==> config.mk <==
export PLATFORM = sky130hd
export DESIGN_NAME = uart_pin_and_baud_autodetect_core
export DESIGN_NICKNAME = d
export VERILOG_FILES = /design/src/hdl/uad_pkg.sv /design/src/hdl/uad_fifo.sv /design/src/hdl/uad_front.sv /design/src/hdl/uad_engine.sv /design/src/hdl/uart_pin_and_baud_autodetect_core.sv
export SDC_FILE = /design/constraint.sdc
export NUM_CORES = 1
export LEC_CHECK = 0
export ABC_AREA = 0
export BUFFER_PORTS_ARGS = -buffer_cell sky130_fd_sc_hd__buf_4
export CAP_MARGIN = 40
export CORE_AREA = 5 5 183 185
export CTS_CLUSTER_DIAMETER = 150
export DETAILED_ROUTE_END_ITERATION = 7
export DIE_AREA = 0 0 188 190
export PLACE_DENSITY = 0.79
export RECOVER_POWER = 25
export SLEW_MARGIN = 20
export SYNTH_ARGS = -nofsm -noshare
export SYNTH_HDL_FRONTEND = slang
export SYNTH_SLANG_ARGS = --single-unit
export TNS_END_PERCENT = 5
==> constraint.sdc <==
create_clock -name clk -period 14 [get_ports clk]
set_input_delay 2.8 -clock clk [delete_from_list [all_inputs] [get_ports clk]]
set_output_delay 2.8 -clock clk [all_outputs]
set_load 0.02 [all_outputs]
==> src/hdl/uad_pkg.sv <==
package uad_pkg;

  typedef enum logic [2:0] {
    FN_SAMPLE  = 3'd0,
    FN_BYTE    = 3'd1,
    FN_TICK    = 3'd2,
    FN_UP      = 3'd3,
    FN_DOWN    = 3'd4,
    FN_SWAP    = 3'd5,
    FN_CLEAR   = 3'd6,
    FN_RESTART = 3'd7
  } func_t;

  // receive line codes
  typedef enum logic [1:0] {
    LINE_NONE = 2'd0,
    LINE_A    = 2'd1,
    LINE_B    = 2'd2
  } line_t;

  typedef struct packed {
    logic [2:0] func;
    logic       pin_a_level;
    logic       pin_b_level;
    logic [7:0] rx_data;
  } uad_in_t;

  typedef struct packed {
    logic [1:0]  link_state;
    logic [1:0]  rx_line;
    logic [3:0]  rate_index;
    logic        rate_known;
    logic        manual_mode;
    logic [10:0] top_score;
  } uad_out_t;

  // classified command handed from front to engine
  typedef struct packed {
    func_t      func;
    logic       pin_a;
    logic       pin_b;
    logic [2:0] weight;
  } uad_cmd_t;

endpackage

==> src/hdl/uad_fifo.sv <==
module uad_fifo #(
  parameter int WIDTH = 8,
  parameter int DEPTH = 2
) (
  input  logic             clk,
  input  logic             rst_n,
  input  logic             push,
  input  logic [WIDTH-1:0] wr_data,
  output logic             full,
  input  logic             pop,
  output logic [WIDTH-1:0] rd_data,
  output logic             empty
);

  localparam int PW = (DEPTH > 1) ? $clog2(DEPTH) : 1;
  localparam int CW = $clog2(DEPTH + 1);
  localparam logic [PW-1:0] LAST = PW'(DEPTH - 1);
  localparam logic [CW-1:0] FULL_CNT = CW'(DEPTH);

  logic [WIDTH-1:0] mem_r [DEPTH];
  logic [PW-1:0]    wr_ptr_r, rd_ptr_r;
  logic [CW-1:0]    count_r;
  logic             do_push, do_pop;

  assign full    = (count_r == FULL_CNT);
  assign empty   = (count_r == '0);
  assign do_push = push && !full;
  assign do_pop  = pop && !empty;
  assign rd_data = mem_r[rd_ptr_r];

  always_ff @(posedge clk) begin
    if (!rst_n) begin
      wr_ptr_r <= '0;
      rd_ptr_r <= '0;
      count_r  <= '0;
    end else begin
      if (do_push) begin
        wr_ptr_r <= (wr_ptr_r == LAST) ? '0 : wr_ptr_r + 1'b1;
      end
      if (do_pop) begin
        rd_ptr_r <= (rd_ptr_r == LAST) ? '0 : rd_ptr_r + 1'b1;
      end
      if (do_push && !do_pop) begin
        count_r <= count_r + 1'b1;
      end else if (do_pop && !do_push) begin
        count_r <= count_r - 1'b1;
      end
    end
  end

  always_ff @(posedge clk) begin
    if (do_push) begin
      mem_r[wr_ptr_r] <= wr_data;
    end
  end

endmodule

==> src/hdl/uad_front.sv <==
module uad_front import uad_pkg::*; (
  input  uad_in_t  item,
  output uad_cmd_t cmd
);

  // character weight: NMEA framing scores high, printable text scores one
  function automatic logic [2:0] byte_weight(input logic [7:0] b);
    logic [2:0] w;
    w = 3'd0;
    case (b) inside
      8'h24:                 w = 3'd5;
      8'h2C, 8'h2A, 8'h0A:   w = 3'd3;
      8'h0D:                 w = 3'd2;
      [8'h20:8'h7E]:         w = 3'd1;
      8'h09, 8'h08:          w = 3'd1;
      default:               w = 3'd0;
    endcase
    return w;
  endfunction

  always_comb begin
    cmd.func   = func_t'(item.func);
    cmd.pin_a  = item.pin_a_level;
    cmd.pin_b  = item.pin_b_level;
    cmd.weight = byte_weight(item.rx_data);
  end

endmodule

==> src/hdl/uad_engine.sv <==
module uad_engine import uad_pkg::*; #(
  parameter int BUF_LIMIT = 256,
  parameter int NUM_RATES = 12
) (
  input  logic        clk,
  input  logic        rst_n,
  input  logic [15:0] scan_window_ms,
  input  logic [15:0] idle_limit_ms,
  input  logic [23:0] pin_timeout_samples,
  input  logic        cmd_valid,
  input  uad_cmd_t    cmd,
  output logic        cmd_take,
  input  logic        res_full,
  output logic        res_push,
  output uad_out_t    res
);

  localparam int BW = $clog2(BUF_LIMIT + 1);
  localparam logic [BW-1:0] BUF_MAX   = BW'(BUF_LIMIT);
  localparam logic [4:0]    NRATES    = 5'(NUM_RATES);
  localparam logic [3:0]    LAST_RATE = 4'(NUM_RATES - 1);

  typedef enum logic [1:0] {
    LINK_PIN  = 2'd0,
    LINK_SCAN = 2'd1,
    LINK_CONN = 2'd2
  } link_t;

  localparam logic [15:0] FALL_MAX   = 16'hFFFF;
  localparam logic [23:0] SAMPLE_MAX = 24'hFFFFFF;
  localparam logic [15:0] MS_MAX     = 16'hFFFF;
  localparam logic [10:0] SCORE_MAX  = 11'h7FF;
  localparam logic [15:0] PICK_FALLS = 16'd4;
  localparam logic [1:0]  SWEEP_SAT  = 2'd3;
  localparam logic [1:0]  SWEEP_GIVE = 2'd2;

  link_t         mode_r, mode_nxt;
  logic          ovr_r, ovr_nxt;
  logic [1:0]    rx_r, rx_nxt;
  logic [3:0]    rate_r, rate_nxt;
  logic          rv_r, rv_nxt;
  logic [15:0]   fa_r, fa_nxt, fb_r, fb_nxt;
  logic [1:0]    prev_r, prev_nxt;
  logic [23:0]   sc_r, sc_nxt;
  logic [15:0]   el_r, el_nxt;
  logic [BW-1:0] bytes_r, bytes_nxt;
  logic [10:0]   ws_r, ws_nxt;
  logic [10:0]   bs_r, bs_nxt;
  logic [3:0]    bi_r, bi_nxt;
  logic          bv_r, bv_nxt;
  logic [1:0]    sw_r, sw_nxt;

  logic [11:0] sum;
  logic [1:0]  pick;
  logic [3:0]  cur, step_rate;
  logic        do_connect, do_pin_reset, do_base_reset, do_open;

  assign cmd_take = cmd_valid && !res_full;
  assign res_push = cmd_take;

  always_comb begin
    mode_nxt  = mode_r;  ovr_nxt = ovr_r;  rx_nxt = rx_r;
    rate_nxt  = rate_r;  rv_nxt  = rv_r;   fa_nxt = fa_r;  fb_nxt = fb_r;
    prev_nxt  = prev_r;  sc_nxt  = sc_r;   el_nxt = el_r;
    bytes_nxt = bytes_r; ws_nxt  = ws_r;
    bs_nxt    = bs_r;    bi_nxt  = bi_r;   bv_nxt = bv_r;  sw_nxt = sw_r;
    sum = '0; pick = LINE_NONE; cur = '0; step_rate = '0;
    do_connect = 1'b0; do_pin_reset = 1'b0; do_base_reset = 1'b0; do_open = 1'b0;

    case (cmd.func)
      FN_SAMPLE: begin
        if (!ovr_r && mode_r == LINK_PIN) begin
          if (prev_r[0] && !cmd.pin_a && fa_r != FALL_MAX) fa_nxt = fa_r + 1'b1;
          if (prev_r[1] && !cmd.pin_b && fb_r != FALL_MAX) fb_nxt = fb_r + 1'b1;
          prev_nxt = {cmd.pin_b, cmd.pin_a};
          sc_nxt = (sc_r != SAMPLE_MAX) ? sc_r + 1'b1 : sc_r;
          if (fa_nxt >= PICK_FALLS && fa_nxt > fb_nxt) begin
            pick = LINE_A;
          end else if (fb_nxt >= PICK_FALLS && fb_nxt > fa_nxt) begin
            pick = LINE_B;
          end else if (sc_nxt >= pin_timeout_samples) begin
            if (fa_nxt > fb_nxt) pick = LINE_A;
            else if (fb_nxt > fa_nxt) pick = LINE_B;
            else do_pin_reset = 1'b1;
          end
          if (pick != LINE_NONE) begin
            // start the baud scan at rate index 0
            rx_nxt   = pick;
            mode_nxt = LINK_SCAN;
            bs_nxt   = '0;
            bi_nxt   = '0;
            bv_nxt   = 1'b0;
            sw_nxt   = '0;
            rate_nxt = '0;
            rv_nxt   = 1'b1;
            do_open  = 1'b1;
          end
        end
      end
      FN_BYTE: begin
        if (!ovr_r) begin
          if (mode_r == LINK_SCAN) begin
            if (bytes_r < BUF_MAX) begin
              bytes_nxt = bytes_r + 1'b1;
              sum = {1'b0, ws_r} + 12'(cmd.weight);
              ws_nxt = sum[11] ? SCORE_MAX : sum[10:0];
            end
          end else if (mode_r == LINK_CONN) begin
            el_nxt = '0;
          end
        end
      end
      FN_TICK: begin
        if (!ovr_r) begin
          el_nxt = (el_r != MS_MAX) ? el_r + 1'b1 : el_r;
          if (mode_r == LINK_SCAN) begin
            if (el_nxt >= scan_window_ms) begin
              if (ws_r > bs_r) begin
                bs_nxt = ws_r;
                bi_nxt = rate_r;
                bv_nxt = 1'b1;
              end
              if ({1'b0, rate_r} + 5'd1 < NRATES) begin
                rate_nxt = rate_r + 1'b1;
                do_open  = 1'b1;
              end else begin
                sw_nxt = (sw_r < SWEEP_SAT) ? sw_r + 1'b1 : sw_r;
                if (bv_nxt) begin
                  rate_nxt = bi_nxt;
                  rv_nxt   = 1'b1;
                  mode_nxt = LINK_CONN;
                  el_nxt   = '0;
                end else if (sw_nxt >= SWEEP_GIVE) begin
                  sw_nxt       = '0;
                  do_pin_reset = 1'b1;
                end else begin
                  rate_nxt = '0;
                  do_open  = 1'b1;
                end
              end
            end
          end else if (mode_r == LINK_CONN) begin
            if (el_nxt > idle_limit_ms) begin
              rx_nxt       = LINE_NONE;
              rv_nxt       = 1'b0;
              sw_nxt       = '0;
              do_pin_reset = 1'b1;
            end
          end
        end
      end
      FN_UP: begin
        cur = rv_r ? rate_r : '0;
        step_rate = ({1'b0, cur} + 5'd1 < NRATES) ? cur + 1'b1 : '0;
        do_connect = 1'b1;
      end
      FN_DOWN: begin
        cur = rv_r ? rate_r : '0;
        step_rate = (cur != '0 && {1'b0, cur} < NRATES) ? cur - 1'b1 : LAST_RATE;
        do_connect = 1'b1;
      end
      FN_SWAP: begin
        if (rx_r == LINE_A || rx_r == LINE_B) begin
          rx_nxt     = (rx_r == LINE_A) ? LINE_B : LINE_A;
          step_rate  = rv_r ? rate_r : '0;
          do_connect = 1'b1;
        end
      end
      FN_CLEAR: begin
        ovr_nxt       = 1'b0;
        do_base_reset = 1'b1;
      end
      default: begin
        do_base_reset = 1'b1;
      end
    endcase

    if (do_open) begin
      bytes_nxt = '0;
      ws_nxt    = '0;
      el_nxt    = '0;
    end
    if (do_connect) begin
      ovr_nxt  = 1'b1;
      rate_nxt = step_rate;
      rv_nxt   = 1'b1;
      if (rx_nxt != LINE_A && rx_nxt != LINE_B) rx_nxt = LINE_A;
      mode_nxt = LINK_CONN;
      el_nxt   = '0;
    end
    if (do_pin_reset || do_base_reset) begin
      mode_nxt = LINK_PIN;
      fa_nxt   = '0;
      fb_nxt   = '0;
      prev_nxt = 2'b11;
      sc_nxt   = '0;
      el_nxt   = '0;
    end
    if (do_base_reset) begin
      rx_nxt    = LINE_NONE;
      rate_nxt  = '0;
      rv_nxt    = 1'b0;
      bytes_nxt = '0;
      ws_nxt    = '0;
      bs_nxt    = '0;
      bi_nxt    = '0;
      bv_nxt    = 1'b0;
      sw_nxt    = '0;
      // restart under override goes straight to connected
      if (cmd.func == FN_RESTART && ovr_r) mode_nxt = LINK_CONN;
    end
  end

  always_comb begin
    res.link_state  = mode_nxt;
    res.rx_line     = rx_nxt;
    res.rate_index  = rate_nxt;
    res.rate_known  = rv_nxt;
    res.manual_mode = ovr_nxt;
    res.top_score   = bs_nxt;
  end

  always_ff @(posedge clk) begin
    if (!rst_n) begin
      mode_r  <= LINK_PIN;
      ovr_r   <= 1'b0;
      rx_r    <= LINE_NONE;
      rate_r  <= '0;
      rv_r    <= 1'b0;
      fa_r    <= '0;
      fb_r    <= '0;
      prev_r  <= 2'b11;
      sc_r    <= '0;
      el_r    <= '0;
      bytes_r <= '0;
      ws_r    <= '0;
      bs_r    <= '0;
      bi_r    <= '0;
      bv_r    <= 1'b0;
      sw_r    <= '0;
    end else if (cmd_take) begin
      mode_r  <= mode_nxt;
      ovr_r   <= ovr_nxt;
      rx_r    <= rx_nxt;
      rate_r  <= rate_nxt;
      rv_r    <= rv_nxt;
      fa_r    <= fa_nxt;
      fb_r    <= fb_nxt;
      prev_r  <= prev_nxt;
      sc_r    <= sc_nxt;
      el_r    <= el_nxt;
      bytes_r <= bytes_nxt;
      ws_r    <= ws_nxt;
      bs_r    <= bs_nxt;
      bi_r    <= bi_nxt;
      bv_r    <= bv_nxt;
      sw_r    <= sw_nxt;
    end
  end

endmodule

==> src/hdl/uart_pin_and_baud_autodetect_core.sv <==
// UART pin and baud auto-detect core.
// Input queue (in_data, push/full): one transaction per pin sample, received
// byte, ms tick or manual command; taken at an edge with push high, full low.
// Result queue (out_data, empty/pop): exactly one result per input
// transaction, in order, showing link state after that transaction.
// APB port (psel/penable/pwrite/paddr/pwdata/prdata/pready): three registers
// at 0x0 scan window ms, 0x4 idle limit ms, 0x8 pin timeout samples; write
// only while the core is idle. pready is tied high.
// Accepted transactions are registered in the command queue; engine results
// are registered in the result queue. Throughput: one transaction per cycle
// while the result queue has room; the engine applies one command a cycle.
// Front decodes and weights bytes into a command queue (QUEUE_DEPTH deep);
// engine drains it into a result queue of the same depth. If the receiver
// stalls, the result queue fills, then the command queue, then full rises.
// Reset (rst_n low, synchronous): pin detect, no line, no rate, override off,
// registers back to 200 ms, 5000 ms and 10000 samples; queues emptied.
module uart_pin_and_baud_autodetect_core import uad_pkg::*; #(
  parameter int BUF_LIMIT   = 256,
  parameter int NUM_RATES   = 12,
  parameter int QUEUE_DEPTH = 2
) (
  input  logic        clk,
  input  logic        rst_n,
  // input channel
  input  uad_in_t     in_data,
  input  logic        push,
  output logic        full,
  // result channel
  output uad_out_t    out_data,
  output logic        empty,
  input  logic        pop,
  // configuration
  input  logic        psel,
  input  logic        penable,
  input  logic        pwrite,
  input  logic [3:0]  paddr,
  input  logic [31:0] pwdata,
  output logic [31:0] prdata,
  output logic        pready
);

  localparam logic [1:0] REG_SCAN_WINDOW = 2'd0;
  localparam logic [1:0] REG_IDLE_LIMIT  = 2'd1;
  localparam logic [1:0] REG_PIN_TIMEOUT = 2'd2;

  logic [15:0] scan_window_r;
  logic [15:0] idle_limit_r;
  logic [23:0] pin_timeout_r;
  logic        cfg_wr;
  logic [1:0]  reg_idx;

  uad_cmd_t cmd_in, cmd_out;
  logic     cmd_empty, cmd_take;
  logic     res_full, res_push;
  uad_out_t res;

  // configuration registers
  assign pready  = 1'b1;
  assign reg_idx = paddr[3:2];
  assign cfg_wr  = psel && penable && pwrite && pready;

  always_ff @(posedge clk) begin
    if (!rst_n) begin
      scan_window_r <= 16'd200;
      idle_limit_r  <= 16'd5000;
      pin_timeout_r <= 24'd10000;
    end else if (cfg_wr) begin
      case (reg_idx)
        REG_SCAN_WINDOW: scan_window_r <= pwdata[15:0];
        REG_IDLE_LIMIT:  idle_limit_r  <= pwdata[15:0];
        REG_PIN_TIMEOUT: pin_timeout_r <= pwdata[23:0];
        default: ;
      endcase
    end
  end

  always_comb begin
    case (reg_idx)
      REG_SCAN_WINDOW: prdata = {16'd0, scan_window_r};
      REG_IDLE_LIMIT:  prdata = {16'd0, idle_limit_r};
      REG_PIN_TIMEOUT: prdata = {8'd0, pin_timeout_r};
      default:         prdata = '0;
    endcase
  end

  // front: decode and classify
  uad_front u_front (
    .item (in_data),
    .cmd  (cmd_in)
  );

  uad_fifo #(
    .WIDTH ($bits(uad_cmd_t)),
    .DEPTH (QUEUE_DEPTH)
  ) u_cmd_q (
    .clk     (clk),
    .rst_n   (rst_n),
    .push    (push),
    .wr_data (cmd_in),
    .full    (full),
    .pop     (cmd_take),
    .rd_data (cmd_out),
    .empty   (cmd_empty)
  );

  // back: link state engine
  uad_engine #(
    .BUF_LIMIT (BUF_LIMIT),
    .NUM_RATES (NUM_RATES)
  ) u_engine (
    .clk                 (clk),
    .rst_n               (rst_n),
    .scan_window_ms      (scan_window_r),
    .idle_limit_ms       (idle_limit_r),
    .pin_timeout_samples (pin_timeout_r),
    .cmd_valid           (!cmd_empty),
    .cmd                 (cmd_out),
    .cmd_take            (cmd_take),
    .res_full            (res_full),
    .res_push            (res_push),
    .res                 (res)
  );

  uad_fifo #(
    .WIDTH ($bits(uad_out_t)),
    .DEPTH (QUEUE_DEPTH)
  ) u_res_q (
    .clk     (clk),
    .rst_n   (rst_n),
    .push    (res_push),
    .wr_data (res),
    .full    (res_full),
    .pop     (pop),
    .rd_data (out_data),
    .empty   (empty)
  );

endmodule

Word-level counts from Yosys, hierarchy flattened
Memories as Yosys holds them, arrays and structs flattened. A register that Yosys moved wholly into a read port is not among the register bits.
Index checks and enable logic that the tools add are counted.
W data, S select, Z words.
{ "totals": {"reg_bits": 186, "ramBits": 58, "in_bits": 56, "out_inout_bits": 56, "elab_cells": 364, "n_memories": 2} }
{ "classes": {"add_sub_neg": 20, "n_lt_le_gt_ge": 16, "eq_ne": 46, "mux": 196, "n_reduce_logical": 59} }
{ "mem_list": {"columns": ["memory", "words", "width", "read_ports", "rd_clocked_by_memory_dff", "write_ports", "line_no", "rtl"], "rows": [
  ["u_res_q.mem_r", 2, 21, 1, 1, 1, "uad_fifo.sv:20", "logic [WIDTH-1:0] mem_r [DEPTH];"],
  ["u_cmd_q.mem_r", 2, 8, 1, 1, 1, "uad_fifo.sv:20", null]
]} }
{ "op_table": {"columns": ["op", "count"], "rows": [
  ["$mux W16", 24],
  ["$mux W11", 14],
  ["$mux W2", 48],
  ["$mux W24", 4],
  ["$mux W4", 21],
  ["$pmux W24 S3", 1],
  ["$mux W1", 61],
  ["$mux W9", 6],
  ["$add A16 B1 Y16 const B", 3],
  ["$gt A16 B16 Y1", 3],
  ["$ne A16 B16 Y1 const B", 3],
  ["$eq A8 B4 Y1 const B", 4],
  ["$ge A16 B3 Y1 const B", 2],
  ["$pmux W16 S2", 1],
  ["$add A24 B1 Y24 const B", 1],
  ["$eq A8 B6 Y1 const B", 3],
  ["$ge A24 B24 Y1", 1],
  ["$ne A24 B24 Y1 const B", 1],
  ["$logic_and A1 B1 Y1", 22],
  ["$pmux W11 S2", 1],
  ["$ge A16 B16 Y1", 1],
  ["$pmux W4 S2", 2],
  ["$add A11 B3 Y12", 1],
  ["$eq A3 B3 Y1 const B", 4],
  ["other kinds (50)", 105]
]} }

Depth between registers and ports, before layout
Gate-level depths: netlist of the first run.
{ "depth": {"ltp_word": 23, "ltp_mapped": 23, "depth_no_buf": 20} }

Modules after synthesis
Synthesis of the first run repeated with hierarchy kept, for this count alone.
{ "hier_totals": {"hier_cells": 1889, "hier_area_um2": 15937.8} }
{ "modules_own_cells": {"columns": ["mod", "n_inst", "cells_per_inst", "area_each_um2", "seq_area_each_um2"], "rows": [
  ["uad_engine", 1, 1425, 10570.1, 2442.3],
  ["uart_pin_and_baud_autodetect_core", 1, 302, 2685.1, 1121.1],
  ["uad_fifo at u_res_q", 1, 90, 1741.7, 1361.3],
  ["uad_fifo at u_cmd_q", 1, 50, 809.5, 580.6],
  ["uad_front", 1, 22, 131.4, 0.0]
]} }

Least setup slack after synthesis of the first run
No wires, ideal clock.
{ "synth_timing": {"kind": "input to output", "startpoint": "input port paddr[2]", "endpoint": "output port prdata[10]", "arrival_time_ns": 4.276, "required_time_ns": 11.200, "setup_slack_ns": 6.924, "stages": 4, "n_path_buf": 2, "cell_sequence": "buf_1 -> buf_1 -> mux2i_1 -> o21ai_0"} }
{ "synth_between": {"elab_chain_len": 2, "elab_cells_between_ends": 4, "classes_between": "2 x eq/ne; 1 x mux; 1 x reduce/logical"} }
{ "synth_rtl": {"columns": ["item", "line_no", "rtl"], "rows": [
  ["from (decl)", "uart_pin_and_baud_autodetect_core.sv:36", "input logic [3:0] paddr,"],
  ["$eq A2 B2 Y1, or another cell as far along", "uart_pin_and_baud_autodetect_core.sv:78", "case (reg_idx)"],
  ["$pmux W24 S3 *", "uart_pin_and_baud_autodetect_core.sv:78", null],
  ["to (decl)", "uart_pin_and_baud_autodetect_core.sv:38", "output logic [31:0] prdata,"]
]} }
Mark *: on every way between the ends. The rest lies on a longest branch, timed or not.

==> results of run 1 <==
flip-flops by register name, summed over array words and instances (netlist names), 4 cells and up, named ones only:
name	flops
u_res_q.mem_r	42
u_engine.fa_r	16
scan_window_r	16
u_engine.rate_r	4
u_cmd_q.mem_r	16
u_engine.fb_r	16
u_engine.bs_r	11
u_engine.bytes_r	9
u_engine.sc_r	24
u_engine.el_r	16
idle_limit_r	16
pin_timeout_r	24
u_engine.bi_r	4
u_engine.ws_r	11
worst max-delay path, delay by kind of cell:
| kind | cells | cell delay [ps] |
|---|---|---|
| buffers and inverters | 2 | 3270 |
| AOI/OAI and AO/OA | 2 | 870 |
| and+or+nand+nor | 2 | 970 |
kinds of logic (layout without fill, tap and decap cells):
family | count (synthesis) | count (layout) | share of synthesized area
mux | 62 | 62 | 0.04253
flops | 246 | 246 | 0.3530
simple gates | 682 | 682 | 0.2190
other cells | 2 | 10 | 0.0004816
xor+xnor | 76 | 76 | 0.04269
compound gates | 502 | 502 | 0.2006
buf+inv | 222 | 274 | 0.06010
fa+ha+maj | 101 | 101 | 0.08152
worst max-delay path by stage:
stage          cells after the start     start                             to  slack (ps)
6_report                           6     rst_n  u_engine.el_r[0]$_SDFFE_PN0P_        6560
3_5_place_dp                       6  paddr[2]                      prdata[7]        7000
2_1_floorplan                      4  paddr[2]                     prdata[10]        6920
4_1_cts                            6  paddr[2]                     prdata[10]        6990
5_1_grt                            6     rst_n  u_engine.el_r[0]$_SDFFE_PN0P_        6220
3_3_place_gp                       6  paddr[2]                      prdata[6]        7020
routing by layer:
metal  wire (um)  up-vias  track usage
met2       19960      545       0.3793
met4        1146        0      0.07171
met5           0        -            0
met1       17890     6796       0.2909
li1            -     6887            -
met3        2705       94      0.03046
metrics by stage:
step           total power [mW]  worst slack [ps]  instance area, um2  instances  hold slack (ps)
2_1_floorplan             1.333              6924               15620       1900            440.1
3_3_place_gp              1.535              7017               16420       2298            453.4
5_1_grt                   2.401              6217               17400       2361            485.2
6_report                  2.295              6556               17400       2361            469.1
3_5_place_dp              1.571              6999               16510       2305            463.5
4_1_cts                   2.302              6987               17420       2357            469.6
synthesized netlist by cell type, drive strengths merged (35+ instances only):
library cell / count / area share
nand2: 244 / 0.059
dfxtp: 188 / 0.24
a21oi: 181 / 0.059
o21ai: 115 / 0.037
nor2: 113 / 0.027
inv: 103 / 0.025
ha: 100 / 0.080
clkbuf: 73 / 0.018
nand3: 64 / 0.023
edfxtp: 58 / 0.11
buf: 44 / 0.017
nand4: 43 / 0.017
xnor2: 42 / 0.024
nor3: 35 / 0.012
cell type report:
cell class	count	area share
Multi-Input combinational cell	1432	0.5282
Sequential cell	246	0.3164
Timing Repair Buffer	117	0.05056
Clock buffer	33	0.04193
Tap cell	408	0.02934
Inverter	105	0.02273
Clock inverter	19	0.01064
Antenna cell	1	0.0001438
power by group:
group	leakage (nW)	internal, mW	switching (mW)
clock	0.440	0.427	0.304
sequential	2.07	0.819	0.0541
combinational	4.27	0.240	0.451
cell usage in the layout, fill, tap and decap left out, types with 21 or more instances in the layout:
master,netlist,final
o211ai_1,26,26
inv_1,103,103
o21ai_0,113,113
xnor2_1,42,42
a31oi_1,26,26
buf_4,13,99
xor2_1,34,34
nand3_1,59,59
nand4_1,43,43
nand2_1,244,244
mux2i_1,31,31
ha_1,100,100
nor2_1,113,112
a21o_1,21,21
dfxtp_1,188,188
or3_1,32,32
edfxtp_1,58,58
a21oi_1,180,180
nor3_1,34,33
mux2_2,30,30
a22o_1,27,27
clkbuf_16,0,28
and3_1,28,28
==> summary.md, run 1 <==
| Metric | Value |
|---|---|
| RSZ-0062 raised after global routing | `false` |
| Hold-critical path depth | `2` |
| FFs w/ async S/R, synth | `0` |
| CTS tree | `built` |
| Post-CTS Hold Fix Bufs | `0` |
| Rows | `66` |
| Fin Clk Skew | `17.12 ps` |
| Max-cap violations | `3` |
| Worst VDD drop | `0.09699 mV` |
| Post-synth EDFFs | `58` |
| Main synth FF type | `dfxtp_1` |
| Crit Path Class | `input pin to register` |
| Setup TNS | `0 ps` |
| Cts repair resizes | `0` |
| DIE HEIGHT | `190 um` |
| Max Slew Vio Count | `129` |
| H-tree levels | `1` |
| Bufs on Longest Clock Path | `3` |
| Grt ovf | `0` |
| Fin. Hold Viols | `0` |
| CP peak stage delay | `1780 ps` |
| Total wire length | `41.70 mm` |
| Worst hold endpoint | `pin_timeout_r[16]$_SDFFE_PN0P_` |
| TritonRoute pass-1 iters | `6` |
| Mapped Cells | `1,893` |
| IO Count | `112` |
| Sequential area share after synthesis | `0.3530` |
| Area Growth Syn to Fin | `11.57%` |
| Initial Util | `0.4892` |
| Failing checks | `capacitance limit, slew limit` |
| Final worst-path cycle share | `0.5317` |
| Layout cells sized above 1 | `0.1117` |
| Reg-to-reg setup timing slack | `7350 ps` |
| Critical R2R Capture | `u_engine.fa_r[8]$_SDFFE_PN0P_` |
| Largest net degree at the start of global routing | `55` |
| Leakage power | `6.784 nW` |
| RD Place Congestion | `0.9603` |
| CP arrival | `7950 ps` |
| Routed len/inst | `17.66 um` |
| CTS Buf Count | `28` |
| Power per Cell Area | `131.9 mW/mm2` |
| Port Buffers | `92` |
| Clk slew on worst S/H paths | `60 ps` |
| Synth Warn # | `0` |
| Hold Startpoint | `pin_timeout_r[16]$_SDFFE_PN0P_` |
| Endpoints failing setup | `0` |
| First-pass GRT wire length | `67.88 mm` |
| Die ar. | `0.03572 mm2` |
| Final core occ | `0.5458` |
| Fillers | `2,801` |
| Initial antenna violation count | `1` |
| Final layout net count | `2,087` |
| GRT Total Usage | `0.2217` |
| Fmax | `134.3 MHz` |
| Initial DRC count | `1,302` |
| DR vias | `14,320` |
| Synthesized area per cell | `8.238 um2` |
| Post-synth design cell area | `0.01559 mm2` |
| Clock root buffer master | `clkbuf_16` |
| Critical-path cell list | `clkbuf_1 > clkinvlp_2 > a311oi_1 > nand4_1 > nor3b_1 > a211o_1` |
| Worst slew pin tran | `2491 ps` |
| Reg-to-Reg Start | `u_engine.sc_r[17]$_SDFFE_PN0P_` |
| Final HPWL DP | `29.41 mm` |
| Sink Count | `246` |
| Critical path launch point type | `input pin` |
| # DRC | `0` |
| Crit. End Element | `register` |
| Crit path required time | `14,500 ps` |
| Skew-Pair Late Insertion Delay | `560 ps` |
| Number of global-route vias before repair | `13,630` |
| Yosys cell types | `87` |
| Max transition margin | `-0.6606` |
| Status | `complete, but fails checks` |
| Via density | `6.066` |
| ANT nets after route | `0` |
| Max Fanout on Critical Path | `37` |
| Final Critical Period | `7444 ps` |
| Die Span X | `188 um` |
| CP max stage cell | `clkinvlp_2` |
| Post-synthesis register bit count | `246` |
| Cell depth of the worst flop-to-flop path | `20` |
| FF/Latch Area | `0.005505 mm2` |
| Hold Path Class | `register to register` |
| Core Region | `0.03188 mm2` |
| Post-CTS Repair Setup Buffers | `0` |
| Footprint of the multi-input gates | `0.009190 mm2` |
No activity file was read; power rests on OpenSTA's default activity.
==> run 2, diff against run 1 <==
Clock period 14 ns to 7 ns, I/O delays scaled along.
==> run 2 against run 1 <==
Net effect:
- setup slack worse by 5800 ps
- the flow still finishes with violations (capacitance limit, slew limit)
- sequential cell count stayed put
- die area stayed put
- clock skew is 3.2 ps lower
- global-route usage hardly changed
- non-clock buffer count is 1 lower
- sequential share of layout area is 0.18 points higher
==> summary.md, run 2 (synthesis gave the netlist of run 1 again) <==
| Metric | Value |
|---|---|
| Die ar. | `0.03572 mm2 (unchanged)` |
| Post-Layout Inst Area | `0.01730 mm2 (was 0.01740 mm2)` |
| N_diodes | `0 (was 1)` |
| Bufs on Longest Clock Path | `3 (unchanged)` |
| Worst hold slack | `465.1 ps (was 469.1 ps)` |
| Initial Util | `0.4892 (unchanged)` |
| Leakage power | `6.742 nW (was 6.784 nW)` |
| Crit. End Element | `register (unchanged)` |
| Most frequent cell on the critical path | `and3_1` |
| Biggest regs | `u_res_q.mem_r (42), pin_timeout_r (24), u_engine.sc_r (24) (unchanged)` |
| ANT nets after route | `0 (unchanged)` |
| First-pass GRT wire length | `67.44 mm (was 67.88 mm)` |
| Total wire length | `41.20 mm (was 41.70 mm)` |
| Via density | `6.021 (was 6.066)` |
| Max Slew Vio Count | `135 (was 129)` |
| Power per Cell Area | `260.2 mW/mm2 (was 131.9 mW/mm2)` |
| Rows | `66 (unchanged)` |
| RD Place Congestion | `0.9342 (was 0.9603)` |
| Max transition margin | `-0.6889 (was -0.6606)` |
| Clk slew on worst S/H paths | `60 ps (about the same)` |
| Commonest cells after routing, fill and taps aside | `244 x nand2_1, 188 x dfxtp_1, 180 x a21oi_1 (unchanged)` |
| # DRC | `0 (unchanged)` |
| Port Buffers | `92 (unchanged)` |
| Number of global-route vias before repair | `13,600 (was 13,630)` |
| Crit path required time | `7490 ps (was 14,500 ps)` |
| Crit Path Class | `register to register (was input pin to register)` |
| Hold Path Class | `register to register (unchanged)` |
| CP peak stage delay | `600 ps (was 1780 ps)` |
| Endpoints failing setup | `0 (unchanged)` |
| Fmax | `160.2 MHz` |
| Area Growth Syn to Fin | `10.93% (was 11.57%)` |
| Initial DRC count | `1,232 (was 1,302)` |
| H-tree levels | `1 (unchanged)` |
| Grt ovf | `0 (unchanged)` |
| Final Critical Period | `6244 ps` |
| Post-CTS Repair Setup Buffers | `0 (unchanged)` |
| Cell depth of the worst flop-to-flop path | `20 (unchanged)` |
| Max-cap violations | `5 (was 3)` |
| Fin Clk Skew | `13.91 ps (was 17.12 ps)` |
| Setup TNS | `0 ps (unchanged)` |
| Final layout net count | `2,084 (was 2,087)` |
| Clock root buffer master | `clkbuf_16 (unchanged)` |
| Final HPWL DP | `29.10 mm (was 29.41 mm)` |
| Initial antenna violation count | `0 (was 1)` |
| Core Region | `0.03188 mm2 (unchanged)` |
| RSZ-0062 raised after global routing | `false (unchanged)` |
| Largest net degree at the start of global routing | `55 (unchanged)` |
| Sink Count | `246 (unchanged)` |
| Hold-critical path depth | `2 (unchanged)` |
| Max Fanout on Critical Path | `22 (was 37)` |
| Worst VDD drop | `0.1955 mV (was 0.09699 mV)` |
| Placement Cell Area | `0.01650 mm2 (was 0.01651 mm2)` |
| Failing checks | `capacitance limit, slew limit (unchanged)` |
| GRT Total Usage | `0.2218 (was 0.2217)` |
| Worst slew pin tran | `2533 ps (was 2491 ps)` |
| Clock power share | `0.306 (was 0.319)` |
| Final worst-path cycle share | `0.8920` |
| Commonest non-fill, non-tap cell in the layout | `nand2_1 (unchanged)` |
| Logic pwr share | `0.309 (was 0.301)` |
| DIE HEIGHT | `190 um (unchanged)` |
| Net Sw Power | `1.599 mW (was 0.8088 mW)` |
| Internal power | `2.901 mW (was 1.486 mW)` |
| CP arrival | `6730 ps (was 7950 ps)` |
| Status | `complete, but fails checks (unchanged)` |
| Max FFs per register | `42 (unchanged)` |
| Critical path launch point type | `register (was input pin)` |
| TritonRoute pass-1 iters | `5 (was 6)` |
| IO Count | `112 (unchanged)` |
| Sw Share | `0.3554 (was 0.3525)` |
| Biggest register | `u_res_q.mem_r (unchanged)` |
| Die Span X | `188 um (unchanged)` |
| Fin. Hold Viols | `0 (unchanged)` |
| Sequential share of power | `0.385 (was 0.380)` |
| Post-CTS Hold Fix Bufs | `0 (unchanged)` |
| Cts repair resizes | `0 (unchanged)` |
| Skew-Pair Late Insertion Delay | `540 ps (was 560 ps)` |
| DR vias | `14,180 (was 14,320)` |
| Power Total | `4.500 mW (was 2.295 mW)` |
| CTS Buf Count | `26 (was 28)` |
| CP max stage cell | `nand4_1 (was clkinvlp_2)` |
| Routed len/inst | `17.50 um (was 17.66 um)` |
| CTS tree | `built (unchanged)` |
| Layout cells sized above 1 | `0.1104 (was 0.1117)` |
| Critical-path cell list | `and3_1 > nand3_1 > nor4_2 > nor2_1 > and2_1 > and3_1 > and3_1 > xor2_1 > ha_1 > a211oi_1 > o211ai_1 > o211ai_1 > o21ai_0 > o2111a_1 > a21o_1 > nor2_1 > buf_4 > nand4_1 > nor3b_1 > a211o_1 (was clkbuf_1 > clkinvlp_2 > a311oi_1 > nand4_1 > nor3b_1 > a211o_1)` |
## run 2: area by class of cell
type                            count  area [um2]
Clock buffer                       32       694.4
Clock inverter                     16       141.4
Sequential cell                   246        5505
Inverter                          105       396.6
Multi-Input combinational cell   1432        9180
Timing Repair Buffer              116       869.6
Tap cell                          408       510.5
Fill cell                        2903       14580
## run 2: power by group through the flow
stage / clock network [mW] / logic [mW] / registers [mW]
after floorplan: 0 / 0.952 / 1.71
after global placement: 0 / 1.32 / 1.77
after detailed placement: 0 / 1.37 / 1.78
after CTS: 1.40 / 1.37 / 1.75
after global routing: 1.46 / 1.51 / 1.75
final: 1.38 / 1.39 / 1.73
## run 2: routing by layer
metal / track usage / vias up / wire length [um]
li1: - / 6873 / -
met1: 0.2922 / 6735 / 17980
met2: 0.3714 / 472 / 19270
met3: 0.03211 / 99 / 2635
met4: 0.08272 / 0 / 1315
met5: 0 / - / 0
## run 2: path summary, 6_finish.rpt
kind	from	slack [ps]	end
max	u_engine.sc_r[3]$_SDFFE_PN0P_	760	u_engine.el_r[0]$_SDFFE_PN0P_
min	u_engine.fb_r[7]$_SDFFE_PN0P_	470	u_engine.fb_r[7]$_SDFFE_PN0P_
max reg2reg	u_engine.sc_r[3]$_SDFFE_PN0P_	760	u_engine.el_r[0]$_SDFFE_PN0P_
min reg2reg	u_engine.fb_r[7]$_SDFFE_PN0P_	470	u_engine.fb_r[7]$_SDFFE_PN0P_
## run 2: worst max-delay path, delay by kind of cell, from the launching register on
family,cells,cell delay [ps]
compound gates,7,1700
flops,1,430
xor+xnor,1,160
fa+ha+maj,1,320
simple gates,10,3230
buf+inv,1,340
## run 2: through the flow
| stage | worst slack [ps] | cells | util |
|---|---|---|---|
| floorplan | 2311 | 1900 | - |
| global placement | 1142 | 2299 | 0.5154 |
| detailed placement | 915.7 | 2304 | 0.5177 |
| CTS | 886.9 | 2352 | 0.5439 |
| global route | 447.2 | 2355 | 0.5427 |
| finish | 755.9 | 2355 | 0.5427 |
==> run 3, diff against run 2 <==
Settings changed: BUFFER_PORTS_ARGS -buffer_cell sky130_fd_sc_hd__buf_4 to -buffer_cell sky130_fd_sc_hd__buf_2.
==> run 3 against run 2 <==
Net effect:
- the flow still finishes with violations (capacitance limit, slew limit)
- cell count up 0.17%
- non-clock buffer count stayed put
- core utilization decreased by 0.57 points
- combinational power decreased by 4%
- critical path depth fell by 1
- clock skew is 1.9 ps higher
- sequential share of layout area up 0.34 points
- global-route usage grew 0.13 points
- worst hold slack improved by 7.0 ps
- largest cell class unchanged
==> summary.md, run 3 (synthesis gave the netlist of run 1 again) <==
| Metric | Value |
|---|---|
| Grt ovf | `0 (unchanged)` |
| Clock root buffer master | `clkbuf_16 (unchanged)` |
| Critical R2R Capture | `u_engine.fa_r[8]$_SDFFE_PN0P_ (was u_engine.el_r[0]$_SDFFE_PN0P_)` |
| Crit. End Element | `register (unchanged)` |
| ANT nets after route | `0 (unchanged)` |
| Die ar. | `0.03572 mm2 (unchanged)` |
| # DRC | `0 (unchanged)` |
| Total wire length | `41.78 mm (was 41.20 mm)` |
| CTS tree | `built (unchanged)` |
| TritonRoute pass-1 iters | `6 (was 5)` |
| Worst hold endpoint | `scan_window_r[13]$_SDFFE_PN0P_ (was u_engine.fb_r[7]$_SDFFE_PN0P_)` |
| Hold-critical path depth | `2 (unchanged)` |
| Reg-to-reg setup timing slack | `610 ps (was 760 ps)` |
| GRT Total Usage | `0.2231 (was 0.2218)` |
| Power per Cell Area | `264.3 mW/mm2 (was 260.2 mW/mm2)` |
| Initial Util | `0.4892 (unchanged)` |
| Worst slew pin tran | `2826 ps (was 2533 ps)` |
| DR vias | `14,430 (was 14,180)` |
| Worst VDD drop | `0.2232 mV (was 0.1955 mV)` |
| Routed len/inst | `17.71 um (was 17.50 um)` |
| Max Slew Vio Count | `197 (was 135)` |
| Rows | `66 (unchanged)` |
| RSZ-0062 raised after global routing | `false (unchanged)` |
| Post-CTS Hold Fix Bufs | `0 (unchanged)` |
| First-pass GRT wire length | `67.92 mm (was 67.44 mm)` |
| H-tree levels | `1 (unchanged)` |
| Crit path required time | `7370 ps (was 7490 ps)` |
| Biggest regs | `u_res_q.mem_r (42), pin_timeout_r (24), u_engine.sc_r (24) (unchanged)` |
| Reg-to-Reg Start | `u_engine.sc_r[3]$_SDFFE_PN0P_ (unchanged)` |
| Commonest cells after routing, fill and taps aside | `244 x nand2_1, 188 x dfxtp_1, 180 x a21oi_1 (unchanged)` |
| Area Growth Syn to Fin | `9.765% (was 10.93%)` |
| Layout Cells excl Fill | `2,359 (was 2,355)` |
| Power Total | `4.523 mW (was 4.500 mW)` |
| Final Critical Period | `6389 ps (was 6244 ps)` |
| Failing checks | `capacitance limit, slew limit (unchanged)` |
| Final core occ | `0.5370 (was 0.5427)` |
| Count of placed standard cells including taps | `2,305 (was 2,304)` |
| Max transition margin | `-0.8943 (was -0.6889)` |
| Largest net degree at the start of global routing | `71 (was 55)` |
| Initial DRC count | `1,358 (was 1,232)` |
| Port Buffers | `92 (unchanged)` |
| Fin Clk Skew | `15.84 ps (was 13.91 ps)` |
| Number of global-route vias before repair | `13,590 (was 13,600)` |
| Skew-Pair Late Insertion Delay | `540 ps (about the same)` |
| Crit Path Class | `register to register (unchanged)` |
| Endpoints failing setup | `0 (unchanged)` |
| Final layout net count | `2,085 (was 2,084)` |
| Fmax | `156.5 MHz (was 160.2 MHz)` |
| Post-CTS Repair Setup Buffers | `0 (unchanged)` |
| Die Span X | `188 um (unchanged)` |
| RD Place Congestion | `0.9375 (was 0.9342)` |
| Critical path launch point type | `register (unchanged)` |
| Setup TNS | `0 ps (unchanged)` |
| CTS Buf Count | `27 (was 26)` |
| Cell depth of the worst flop-to-flop path | `19 (was 20)` |
| Biggest register | `u_res_q.mem_r (unchanged)` |
| Layout cells sized above 1 | `0.1098 (was 0.1104)` |
| Max Fanout on Critical Path | `16 (was 22)` |
| Fillers | `2,888 (was 2,903)` |
| Core Region | `0.03188 mm2 (unchanged)` |
| Hold Startpoint | `scan_window_r[13]$_SDFFE_PN0P_ (was u_engine.fb_r[7]$_SDFFE_PN0P_)` |
| Commonest non-fill, non-tap cell in the layout | `nand2_1 (unchanged)` |
| Leakage power | `6.703 nW (was 6.742 nW)` |
| DIE HEIGHT | `190 um (unchanged)` |
| Final worst-path cycle share | `0.9126 (was 0.8920)` |
| Status | `complete, but fails checks (unchanged)` |
| Worst hold slack | `472.1 ps (was 465.1 ps)` |
| Fin. Hold Viols | `0 (unchanged)` |
| Cts repair resizes | `0 (unchanged)` |
| Hold Path Class | `register to register (unchanged)` |
| Clk slew on worst S/H paths | `60 ps (about the same)` |
| Bufs on Longest Clock Path | `3 (unchanged)` |
| CP arrival | `6760 ps (was 6730 ps)` |
| Max-cap violations | `5 (unchanged)` |
| Sink Count | `246 (unchanged)` |
| IO Count | `112 (unchanged)` |
| Via density | `6.118 (was 6.021)` |
| Max FFs per register | `42 (unchanged)` |
| Final HPWL DP | `29.33 mm (was 29.10 mm)` |
| Initial antenna violation count | `1 (was 0)` |
run 3: cell type report:
class	instances	area (um2)	share of cell area
timing repair buffer	116	620.6	0.03626
multi-input combinational	1432	9180	0.5363
tap	408	510.5	0.02982
inverter	105	395.4	0.02310
clock buffer	36	739.5	0.04320
clock inverter	14	160.2	0.009357
sequential	246	5505	0.3216
antenna	2	5.005	0.0002924
run 3: per-layer routing:
metal  global-route usage  vias up  part of all wire
met5                    0        -                 0
met4              0.06691        0             0.025
met3              0.03009       82             0.069
met2               0.3819      595              0.48
met1               0.2949     6861              0.42
li1                     -     6895                 -
run 3: where the power goes:
part           leakage [nW]  internal (mW)  total, mW  switching [mW]
clock network         0.438          0.855       1.44           0.589
logic                  4.19          0.426       1.34           0.916
registers              2.07           1.64       1.74           0.100
total                  6.70           2.92       4.52            1.60
run 3: worst max-delay path by stage:
stage,from,to,cells past startpoint
2_1_floorplan,u_engine.sc_r[17]$_SDFFE_PN0P_,u_engine.fb_r[4]$_SDFFE_PN0P_,22
3_3_place_gp,u_engine.sc_r[3]$_SDFFE_PN0P_,u_engine.el_r[0]$_SDFFE_PN0P_,20
3_5_place_dp,u_engine.sc_r[3]$_SDFFE_PN0P_,u_engine.el_r[4]$_SDFFE_PN0P_,20
4_1_cts,u_engine.sc_r[3]$_SDFFE_PN0P_,u_engine.el_r[4]$_SDFFE_PN0P_,20
5_1_grt,u_engine.sc_r[3]$_SDFFE_PN0P_,u_engine.fa_r[11]$_SDFFE_PN0P_,19
6_report,u_engine.sc_r[3]$_SDFFE_PN0P_,u_engine.fa_r[8]$_SDFFE_PN0P_,19
run 3: critical path, cell delays in order, from the launching register on:
cell	delay [ps]
dfxtp_1	430
and3_1	270
nand3_1	170
nor4_2	590
nor2_1	330
and2_1	320
and3_1	200
and3_1	210
xor2_1	150
ha_1	310
a211oi_1	220
o211ai_1	120
o211ai_1	180
o21ai_0	280
o2111a_1	390
a21o_1	180
nor2_1	380
nand3_1	690
or3_1	620
a21oi_1	160
run 3: metrics by stage:
step | instance area, um2 | setup WS [ps]
floorplan | 15620 | 2311
global placement | 16210 | 1025
detailed placement | 16260 | 840.9
CTS | 17160 | 799.8
global route | 17110 | 176.2
finish | 17120 | 611.5
